<file path="config.mk">
export PLATFORM = sky130hd
export DESIGN_NAME = key_matrix_monitor_emulator
export DESIGN_NICKNAME = d
export VERILOG_FILES = /design/src/rtl/kmm_pkg.sv /design/src/rtl/key_matrix_monitor_emulator.sv
export SDC_FILE = /design/constraint.sdc
export NUM_CORES = 1
export LEC_CHECK = 0
export BUFFER_PORTS_ARGS = -buffer_cell sky130_fd_sc_hd__buf_4
export CAP_MARGIN = 20
export CORE_AREA = 3 3 117 119
export CTS_CLUSTER_DIAMETER = 150
export DETAILED_ROUTE_END_ITERATION = 12
export DIE_AREA = 0 0 120 122
export SLEW_MARGIN = 10
export SYNTH_ARGS = -nofsm -noshare
export SYNTH_HDL_FRONTEND = slang
export SYNTH_SLANG_ARGS = --single-unit
</file>
<file path="constraint.sdc">
create_clock -name clock -period 7.2 [get_ports clock]
set_clock_uncertainty 0.2 [all_clocks]
set_input_delay 0.72 -clock clock [delete_from_list [all_inputs] [get_ports clock]]
set_output_delay 0.72 -clock clock [all_outputs]
set_load 0.01 [all_outputs]
</file>
<file path="src/rtl/kmm_pkg.sv">
// kmm_pkg: shared types and constants for the key matrix monitor/emulator
// no dependencies; used by the top level and the port checker
package kmm_pkg;

   // matrix geometry
   localparam int ROWS = 4;
   localparam int COLS = 3;

   // field widths
   localparam int TIMER_W = 8;
   localparam int ROW_IDX_W = 2;
   localparam int COL_IDX_W = 2;
   localparam int REQ_DATA_W = 16;
   localparam int RSP_DATA_W = 16;

   // register reset values
   localparam logic [TIMER_W-1:0] PRESS_TICKS_RST = 8'd20;
   localparam logic [TIMER_W-1:0] IDLE_TICKS_RST = 8'd200;

   // configuration register indexes
   typedef enum logic [0:0] {
      CSR_PRESS_TICKS = 1'b0,
      CSR_IDLE_TICKS  = 1'b1
   } csr_index_type;

   // request opcodes
   typedef enum logic [1:0] {
      OP_SAMPLE   = 2'd0,
      OP_TICK     = 2'd1,
      OP_SIMULATE = 2'd2,
      OP_NONE     = 2'd3
   } opcode_type;

   // result event kinds
   typedef enum logic [2:0] {
      EV_STATUS   = 3'd0,
      EV_PRESS    = 3'd1,
      EV_RELEASE  = 3'd2,
      EV_ACT      = 3'd3,
      EV_DEACT    = 3'd4,
      EV_EMU_STOP = 3'd5
   } event_kind_type;

   // pending result slots, in emission order
   localparam int SLOT_ACT = 0;
   localparam int SLOT_KEY0 = 1;
   localparam int SLOT_ONOFF = SLOT_KEY0 + ROWS * COLS;
   localparam int SLOT_EMU_STOP = SLOT_ONOFF + 1;
   localparam int SLOT_DEACT = SLOT_EMU_STOP + 1;
   localparam int SLOT_STATUS = SLOT_DEACT + 1;
   localparam int SLOTS = SLOT_STATUS + 1;
   localparam int SLOT_W = $clog2(SLOTS);

endpackage

</file>
<file path="src/rtl/key_matrix_monitor_emulator.sv">
// key_matrix_monitor_emulator: passive key matrix monitor with timed key emulation
// depends on kmm_pkg
//
// channel  dir  handshake              payload
// req      in   req_tvalid/req_tready  req_tdata: opcode[1:0] row_lines[5:2] col_lines[8:6]
//                                      onoff_line[9] sim_row[11:10] sim_col[13:12]
// rsp      out  rsp_tvalid/rsp_tready  rsp_tdata: event_kind[2:0] key_row[4:3] key_col[6:5]
//                                      is_onoff_key[7] col_drive[10:8] active[11]; rsp_tlast
// csr      in   csr_we                 csr_index, csr_wdata
//
// An item updates the block state in the cycle it is accepted and loads a set of pending results.
// Results leave one per cycle from the pending-result register while rsp is not stalled;
// an item causes 1 to 15 results, and the final status result carries rsp_tlast.
// The next item is accepted in the same cycle its predecessor's status result is taken.
// A stall on rsp holds the current result and blocks req; reset is synchronous, active high.
module key_matrix_monitor_emulator (
   input  logic                              clock,
   input  logic                              reset,
   input  logic                              req_tvalid,
   output logic                              req_tready,
   // opcode, row_lines, col_lines, onoff_line, sim_row, sim_col, zero fill
   input  logic [kmm_pkg::REQ_DATA_W-1:0]    req_tdata,
   output logic                              rsp_tvalid,
   input  logic                              rsp_tready,
   // event_kind, key_row, key_col, is_onoff_key, col_drive, active, zero fill
   output logic [kmm_pkg::RSP_DATA_W-1:0]    rsp_tdata,
   output logic                              rsp_tlast,
   input  logic                              csr_we,
   input  logic [0:0]                        csr_index,
   input  logic [kmm_pkg::TIMER_W-1:0]       csr_wdata
);

   localparam int ROWS = kmm_pkg::ROWS;
   localparam int COLS = kmm_pkg::COLS;
   localparam int TW = kmm_pkg::TIMER_W;

   // request fields
   logic [1:0]                    req_opcode;
   logic [ROWS-1:0]               req_rows;
   logic [COLS-1:0]               req_cols;
   logic                          req_onoff;
   logic [kmm_pkg::ROW_IDX_W-1:0] req_sim_row;
   logic [kmm_pkg::COL_IDX_W-1:0] req_sim_col;

   assign req_opcode  = req_tdata[1:0];
   assign req_rows    = req_tdata[5:2];
   assign req_cols    = req_tdata[8:6];
   assign req_onoff   = req_tdata[9];
   assign req_sim_row = req_tdata[11:10];
   assign req_sim_col = req_tdata[13:12];

   // configuration and block state
   logic [TW-1:0]                 press_ticks_ff;
   logic [TW-1:0]                 idle_ticks_ff;
   logic [COLS-1:0]               row_col_state_ff [ROWS];
   logic [COLS-1:0]               row_col_state_in [ROWS];
   logic                          onoff_state_ff, onoff_state_in;
   logic [TW-1:0]                 press_timer_ff, press_timer_in;
   logic [TW-1:0]                 activity_timer_ff, activity_timer_in;
   logic [kmm_pkg::ROW_IDX_W-1:0] emu_row_ff, emu_row_in;
   logic [kmm_pkg::COL_IDX_W-1:0] emu_col_ff, emu_col_in;
   logic [COLS-1:0]               drive_mask_ff, drive_mask_in;

   // pending-result register: slot flags plus what the results report
   logic [kmm_pkg::SLOTS-1:0]     pend_ff, pend_in, pend_new;
   logic [COLS-1:0]               b_cols_ff, b_cols_in;
   logic [COLS-1:0]               b_old_drive_ff, b_old_drive_in;
   logic [COLS-1:0]               b_new_drive_ff, b_new_drive_in;
   logic                          b_old_active_ff, b_old_active_in;
   logic                          b_new_active_ff, b_new_active_in;

   logic                          accept;
   logic                          rsp_take;
   logic [kmm_pkg::SLOT_W-1:0]    sel;

   kmm_pkg::event_kind_type       out_kind;
   logic [kmm_pkg::ROW_IDX_W-1:0] out_row;
   logic [kmm_pkg::COL_IDX_W-1:0] out_col;
   logic                          out_onoff;
   logic [COLS-1:0]               out_drive;
   logic                          out_active;

   // handshakes
   assign rsp_tvalid = |pend_ff;
   assign rsp_take   = rsp_tvalid & rsp_tready;
   assign rsp_tlast  = (sel == kmm_pkg::SLOT_W'(kmm_pkg::SLOT_STATUS));
   assign req_tready = ~rsp_tvalid | (rsp_take & rsp_tlast);
   assign accept     = req_tvalid & req_tready;

   // per-item state update and result set
   always_comb begin
      row_col_state_in  = row_col_state_ff;
      onoff_state_in    = onoff_state_ff;
      press_timer_in    = press_timer_ff;
      activity_timer_in = activity_timer_ff;
      emu_row_in        = emu_row_ff;
      emu_col_in        = emu_col_ff;
      drive_mask_in     = drive_mask_ff;
      pend_new          = '0;
      pend_new[kmm_pkg::SLOT_STATUS] = 1'b1;
      if (accept) begin
         case (req_opcode)
            kmm_pkg::OP_SAMPLE: begin
               activity_timer_in = idle_ticks_ff;
               pend_new[kmm_pkg::SLOT_ACT] = (activity_timer_ff == '0);
               if (press_timer_ff != '0) begin
                  // emulation: drive the chosen column while its row is strobed
                  if (!req_rows[emu_row_ff] && (32'(emu_col_ff) < COLS))
                     drive_mask_in = COLS'(1) << emu_col_ff;
                  else
                     drive_mask_in = '0;
               end else begin
                  // scan every strobed row for changed columns
                  for (int r = 0; r < ROWS; r++) begin
                     if (!req_rows[r]) begin
                        for (int c = 0; c < COLS; c++)
                           pend_new[kmm_pkg::SLOT_KEY0 + r * COLS + c] =
                              (req_cols[c] != row_col_state_ff[r][c]);
                        row_col_state_in[r] = req_cols;
                     end
                  end
                  pend_new[kmm_pkg::SLOT_ONOFF] = (req_onoff != onoff_state_ff);
                  onoff_state_in = req_onoff;
               end
            end
            kmm_pkg::OP_TICK: begin
               if (press_timer_ff != '0) begin
                  press_timer_in = press_timer_ff - TW'(1);
                  if (press_timer_ff == TW'(1)) begin
                     drive_mask_in = '0;
                     pend_new[kmm_pkg::SLOT_EMU_STOP] = 1'b1;
                  end
               end
               if (activity_timer_ff != '0) begin
                  activity_timer_in = activity_timer_ff - TW'(1);
                  pend_new[kmm_pkg::SLOT_DEACT] = (activity_timer_ff == TW'(1));
               end
            end
            kmm_pkg::OP_SIMULATE: begin
               drive_mask_in  = '0;
               press_timer_in = press_ticks_ff;
               emu_row_in     = req_sim_row;
               emu_col_in     = req_sim_col;
            end
            default: begin
            end
         endcase
      end
   end

   // next contents of the pending-result register
   always_comb begin
      b_cols_in       = b_cols_ff;
      b_old_drive_in  = b_old_drive_ff;
      b_new_drive_in  = b_new_drive_ff;
      b_old_active_in = b_old_active_ff;
      b_new_active_in = b_new_active_ff;
      pend_in         = pend_ff;
      if (accept) begin
         pend_in         = pend_new;
         b_cols_in       = req_cols;
         b_old_drive_in  = drive_mask_ff;
         b_new_drive_in  = drive_mask_in;
         b_old_active_in = (activity_timer_ff != '0);
         b_new_active_in = (activity_timer_in != '0);
      end else if (rsp_take) begin
         pend_in[sel] = 1'b0;
      end
   end

   // lowest pending slot goes out first
   always_comb begin
      sel = kmm_pkg::SLOT_W'(kmm_pkg::SLOT_STATUS);
      for (int k = kmm_pkg::SLOTS - 1; k >= 0; k--)
         if (pend_ff[k]) sel = kmm_pkg::SLOT_W'(k);
   end

   // fields of the current result
   always_comb begin
      out_kind   = kmm_pkg::EV_STATUS;
      out_row    = '0;
      out_col    = '0;
      out_onoff  = 1'b0;
      out_drive  = b_new_drive_ff;
      out_active = b_new_active_ff;
      if (sel == kmm_pkg::SLOT_W'(kmm_pkg::SLOT_ACT)) begin
         out_kind  = kmm_pkg::EV_ACT;
         out_drive = b_old_drive_ff;
      end
      for (int r = 0; r < ROWS; r++) begin
         for (int c = 0; c < COLS; c++) begin
            if (sel == kmm_pkg::SLOT_W'(kmm_pkg::SLOT_KEY0 + r * COLS + c)) begin
               out_kind = b_cols_ff[c] ? kmm_pkg::EV_RELEASE : kmm_pkg::EV_PRESS;
               out_row  = kmm_pkg::ROW_IDX_W'(r);
               out_col  = kmm_pkg::COL_IDX_W'(c);
            end
         end
      end
      if (sel == kmm_pkg::SLOT_W'(kmm_pkg::SLOT_ONOFF)) begin
         out_kind  = onoff_state_ff ? kmm_pkg::EV_RELEASE : kmm_pkg::EV_PRESS;
         out_onoff = 1'b1;
      end
      if (sel == kmm_pkg::SLOT_W'(kmm_pkg::SLOT_EMU_STOP)) begin
         out_kind   = kmm_pkg::EV_EMU_STOP;
         out_drive  = '0;
         out_active = b_old_active_ff;
      end
      if (sel == kmm_pkg::SLOT_W'(kmm_pkg::SLOT_DEACT)) begin
         out_kind   = kmm_pkg::EV_DEACT;
         out_active = 1'b0;
      end
   end

   assign rsp_tdata = {4'b0000, out_active, out_drive, out_onoff, out_col, out_row, out_kind};

   // configuration registers
   always_ff @(posedge clock) begin
      if (reset) begin
         press_ticks_ff <= kmm_pkg::PRESS_TICKS_RST;
         idle_ticks_ff  <= kmm_pkg::IDLE_TICKS_RST;
      end else if (csr_we) begin
         unique case (csr_index)
            kmm_pkg::CSR_PRESS_TICKS: press_ticks_ff <= csr_wdata;
            kmm_pkg::CSR_IDLE_TICKS:  idle_ticks_ff  <= csr_wdata;
            default: begin
            end
         endcase
      end
   end

   // block state and pending flags
   always_ff @(posedge clock) begin
      if (reset) begin
         for (int r = 0; r < ROWS; r++)
            row_col_state_ff[r] <= '1;
         onoff_state_ff    <= 1'b1;
         press_timer_ff    <= '0;
         activity_timer_ff <= '0;
         drive_mask_ff     <= '0;
         pend_ff           <= '0;
      end else begin
         row_col_state_ff  <= row_col_state_in;
         onoff_state_ff    <= onoff_state_in;
         press_timer_ff    <= press_timer_in;
         activity_timer_ff <= activity_timer_in;
         drive_mask_ff     <= drive_mask_in;
         pend_ff           <= pend_in;
      end
   end

   // emulated key and result payload
   always_ff @(posedge clock) begin
      emu_row_ff      <= emu_row_in;
      emu_col_ff      <= emu_col_in;
      b_cols_ff       <= b_cols_in;
      b_old_drive_ff  <= b_old_drive_in;
      b_new_drive_ff  <= b_new_drive_in;
      b_old_active_ff <= b_old_active_in;
      b_new_active_ff <= b_new_active_in;
   end

endmodule

</file>
==> results.toml <==
[timing]
fin_crit_ns = 4.09
report.final.slew_viol_count = 0
relSlewSlack_pct = 38.3
setup_viol = 0
rsz0062_at_grt = "no"
post-route-period-util_pct = 56.8
tightest_slew_ns = 0.926
finalHoldViolCount = 0
finalSetupTns_ns = 0
fmax_ghz = 0.244
hold_ws_ns = 0.236

[grt]
grt_max_degree = 66
grt_pass1_vias = 3645
grt.total_usage_pct = 15.6
gr-total-overflow = 0
grt_first_pass_wirelength_mm = 18.4
antenna_found_initial = 0

[cts]
cts.sinks = 80
root_buffer = "clkbuf_16"
hold_buffers = 0
cts_buffers = 9
htreeDepth = 3
clk_latency_ns = 0.33
post_cts_buffers = 0
clk_pin_slew_ns = 0.06
clock_path_buffers = 2
cts_tree = "yes"
cts_resized = 0

[pwr]
power_leakage_nw = 1.87
peakVddDrop_uv = 108
power_density_mw_per_mm2 = 259

[floorplan]
dieArea_mm2 = 0.0146
io_pins = 49
start_util_pct = 34.9
rows = 41
core_area_mm2 = 0.0127
die_x_um = 120
die_h_um = 122

[detailed_routing]
vias = 3974
routedWlPerCell_um = 15.3
first_iter_violations = 434
antenna_left = 0
routed_via_density = 5.44
drt_first_pass_iters = 5
wirelength_mm = 11.2
drcViolationCount = 0

[logic_synthesis]
seq_area_frac_synth_pct = 39.7
ys_ff_latch = 80
synth.avg_cell_area_um2 = 8.35
synth_warnings = 0
ys.flop_type = "dfxtp_1"
synth_edf_count = 15
syn_area_mm2 = 0.00442
synth_cells = 529
async_reset_ff_share_pct = 0
ys_types = 62

[placed_design]
port_buffers = 42
place_inst = 714
place_congestion = 0.875
dp_hpwl_mm = 8.07
postPlaceCellArea_mm2 = 0.00481

[worst_setup_path]
crit_fanout = 15
max_stage_delay_ns = 0.63
regToRegSetupSlack_ns = 3.99
arrival_ns = 3.17
cp_top_family = "simple AND/OR/NAND/NOR gates"
crit_buf_inv = 1
startpoint = "pend_ff[0]"
r2r_start = "activity_timer_ff[0]"
cp-start-kind = "flop"
worst-setup-path-type = "flop to primary output"
crit_path_end_kind = "primary output"
required_ns = 6.28
crit_slowest_cell = "or4_1"
crit_chain = "or4_1, nor3_1, a21oi_1, and3_1, a221o_1, a211oi_1, o221ai_1, buf_4"

[worst_hold_path]
min_from = "drive_mask_ff[0]"
hold_path.class = "flop to flop"

[layout]
drive_above_1_share_pct = 14.5
design_area_mm2 = 0.00507
final_common_cell = "nand2_1"
layout_common_cells = "69 x nand2_1, 65 x dfxtp_1, 49 x nor2_1, 45 x a21oi_1, 43 x buf_4"
post-route-util_pct = 40.0
fin_nets = 587
syn_to_final_growth_pct = 14.8
insertedDiodeCount = 0
final_cells = 730

[run_status]
status = "finished clean"

[flow_run]
max_cap_viol_count = 0
## worst reg2reg max path, stage by stage (launching register included)
cell	delay (ns)
dfxtp_1	0.36
inv_1	0.09
ha_1	0.20
or3b_2	0.52
nor3_1	0.41
inv_1	0.21
nand4_1	0.14
a21boi_0	0.08
a221oi_1	0.35
o2111a_1	0.27
nand4_1	0.12
## through the flow
| stage | setup slack, ns | power [mW] |
|---|---|---|
| 4_1_cts | 3.13 | 1.32 |
| 6_report | 3.11 | 1.31 |
| 5_1_grt | 2.93 | 1.39 |
| 3_3_place_gp | 3.54 | 0.908 |
| 2_1_floorplan | 4.07 | 0.801 |
| 3_5_place_dp | 3.50 | 0.914 |
## final cells by class
class | count | area (um2)
clock buffers | 12 | 236
repair buffers | 44 | 328
fillers | 1289 | 7600
inverters | 17 | 63.8
clock inverters | 4 | 21.3
well taps | 172 | 215
multi-input cells | 401 | 2450
flip-flops and latches | 80 | 1750
## synth_stat cells, drive strengths merged (4+ instances only)
cell type,count,area share [%]
xor2,13,2.6
nor2b,21,3.0
inv,17,1.4
a21oi,45,5.1
a21o,4,0.68
clkbuf,17,1.4
dfxtp,65,29
nor3,12,1.4
nand2,69,5.9
nand3b,9,1.6
o31ai,7,1.2
a211oi,6,1.0
o21ai,36,4.1
a221oi,5,1.3
ha,4,1.1
buf,17,2.3
nand4,8,1.5
nand2b,9,1.3
nor2,53,5.2
edfxtp,15,10
mux2i,6,1.4
nand3,7,0.79
a22oi,7,1.2
or4,8,1.4
a211o,13,2.6
nor4,14,3.4
## flip-flops by register name, summed over array words and instances, names as in the netlist, 2 cells and up
| register | cells |
|---|---|
| drive_mask_ff | 3 |
| press_timer_ff | 8 |
| b_cols_ff | 3 |
| pend_ff | 17 |
| row_col_state_ff | 12 |
| press_ticks_ff | 8 |
| b_new_drive_ff | 3 |
| emu_col_ff | 2 |
| emu_row_ff | 2 |
| idle_ticks_ff | 8 |
| b_old_drive_ff | 3 |
| activity_timer_ff | 8 |
## cells by family after synthesis
group,count (synthesis),synth area share [%]
and+or+nand+nor,222,27.1
DFF,80,39.7
adders and majority gates,4,1.13
xor gates and xnor gates,13,2.58
AOI/OAI and AO/OA,150,22.2
buffers and inverters,51,5.16
other,1,0.0849
muxes,8,2.12
## metal layers
metal  global-route usage (%)  wire [um]
met2                     23.4       4980
met1                     21.8       5220
met4                     6.08        192
met3                     3.62        777
met5                        0          0
## final timing paths
kind	endpoint	cells past startpoint
setup / recovery	rsp_tdata[0]	8
hold / removal	b_old_drive_ff[0]	0
setup reg to reg	b_new_active_ff	10
hold reg to reg	b_old_drive_ff[0]	0
## report_power, final
group / switching, mW / internal [mW]
Sequential: 0.0372 / 0.500
Clock: 0.170 / 0.232
Combinational: 0.221 / 0.150
Total: 0.429 / 0.882
No activity file was read; power rests on OpenSTA's default activity.
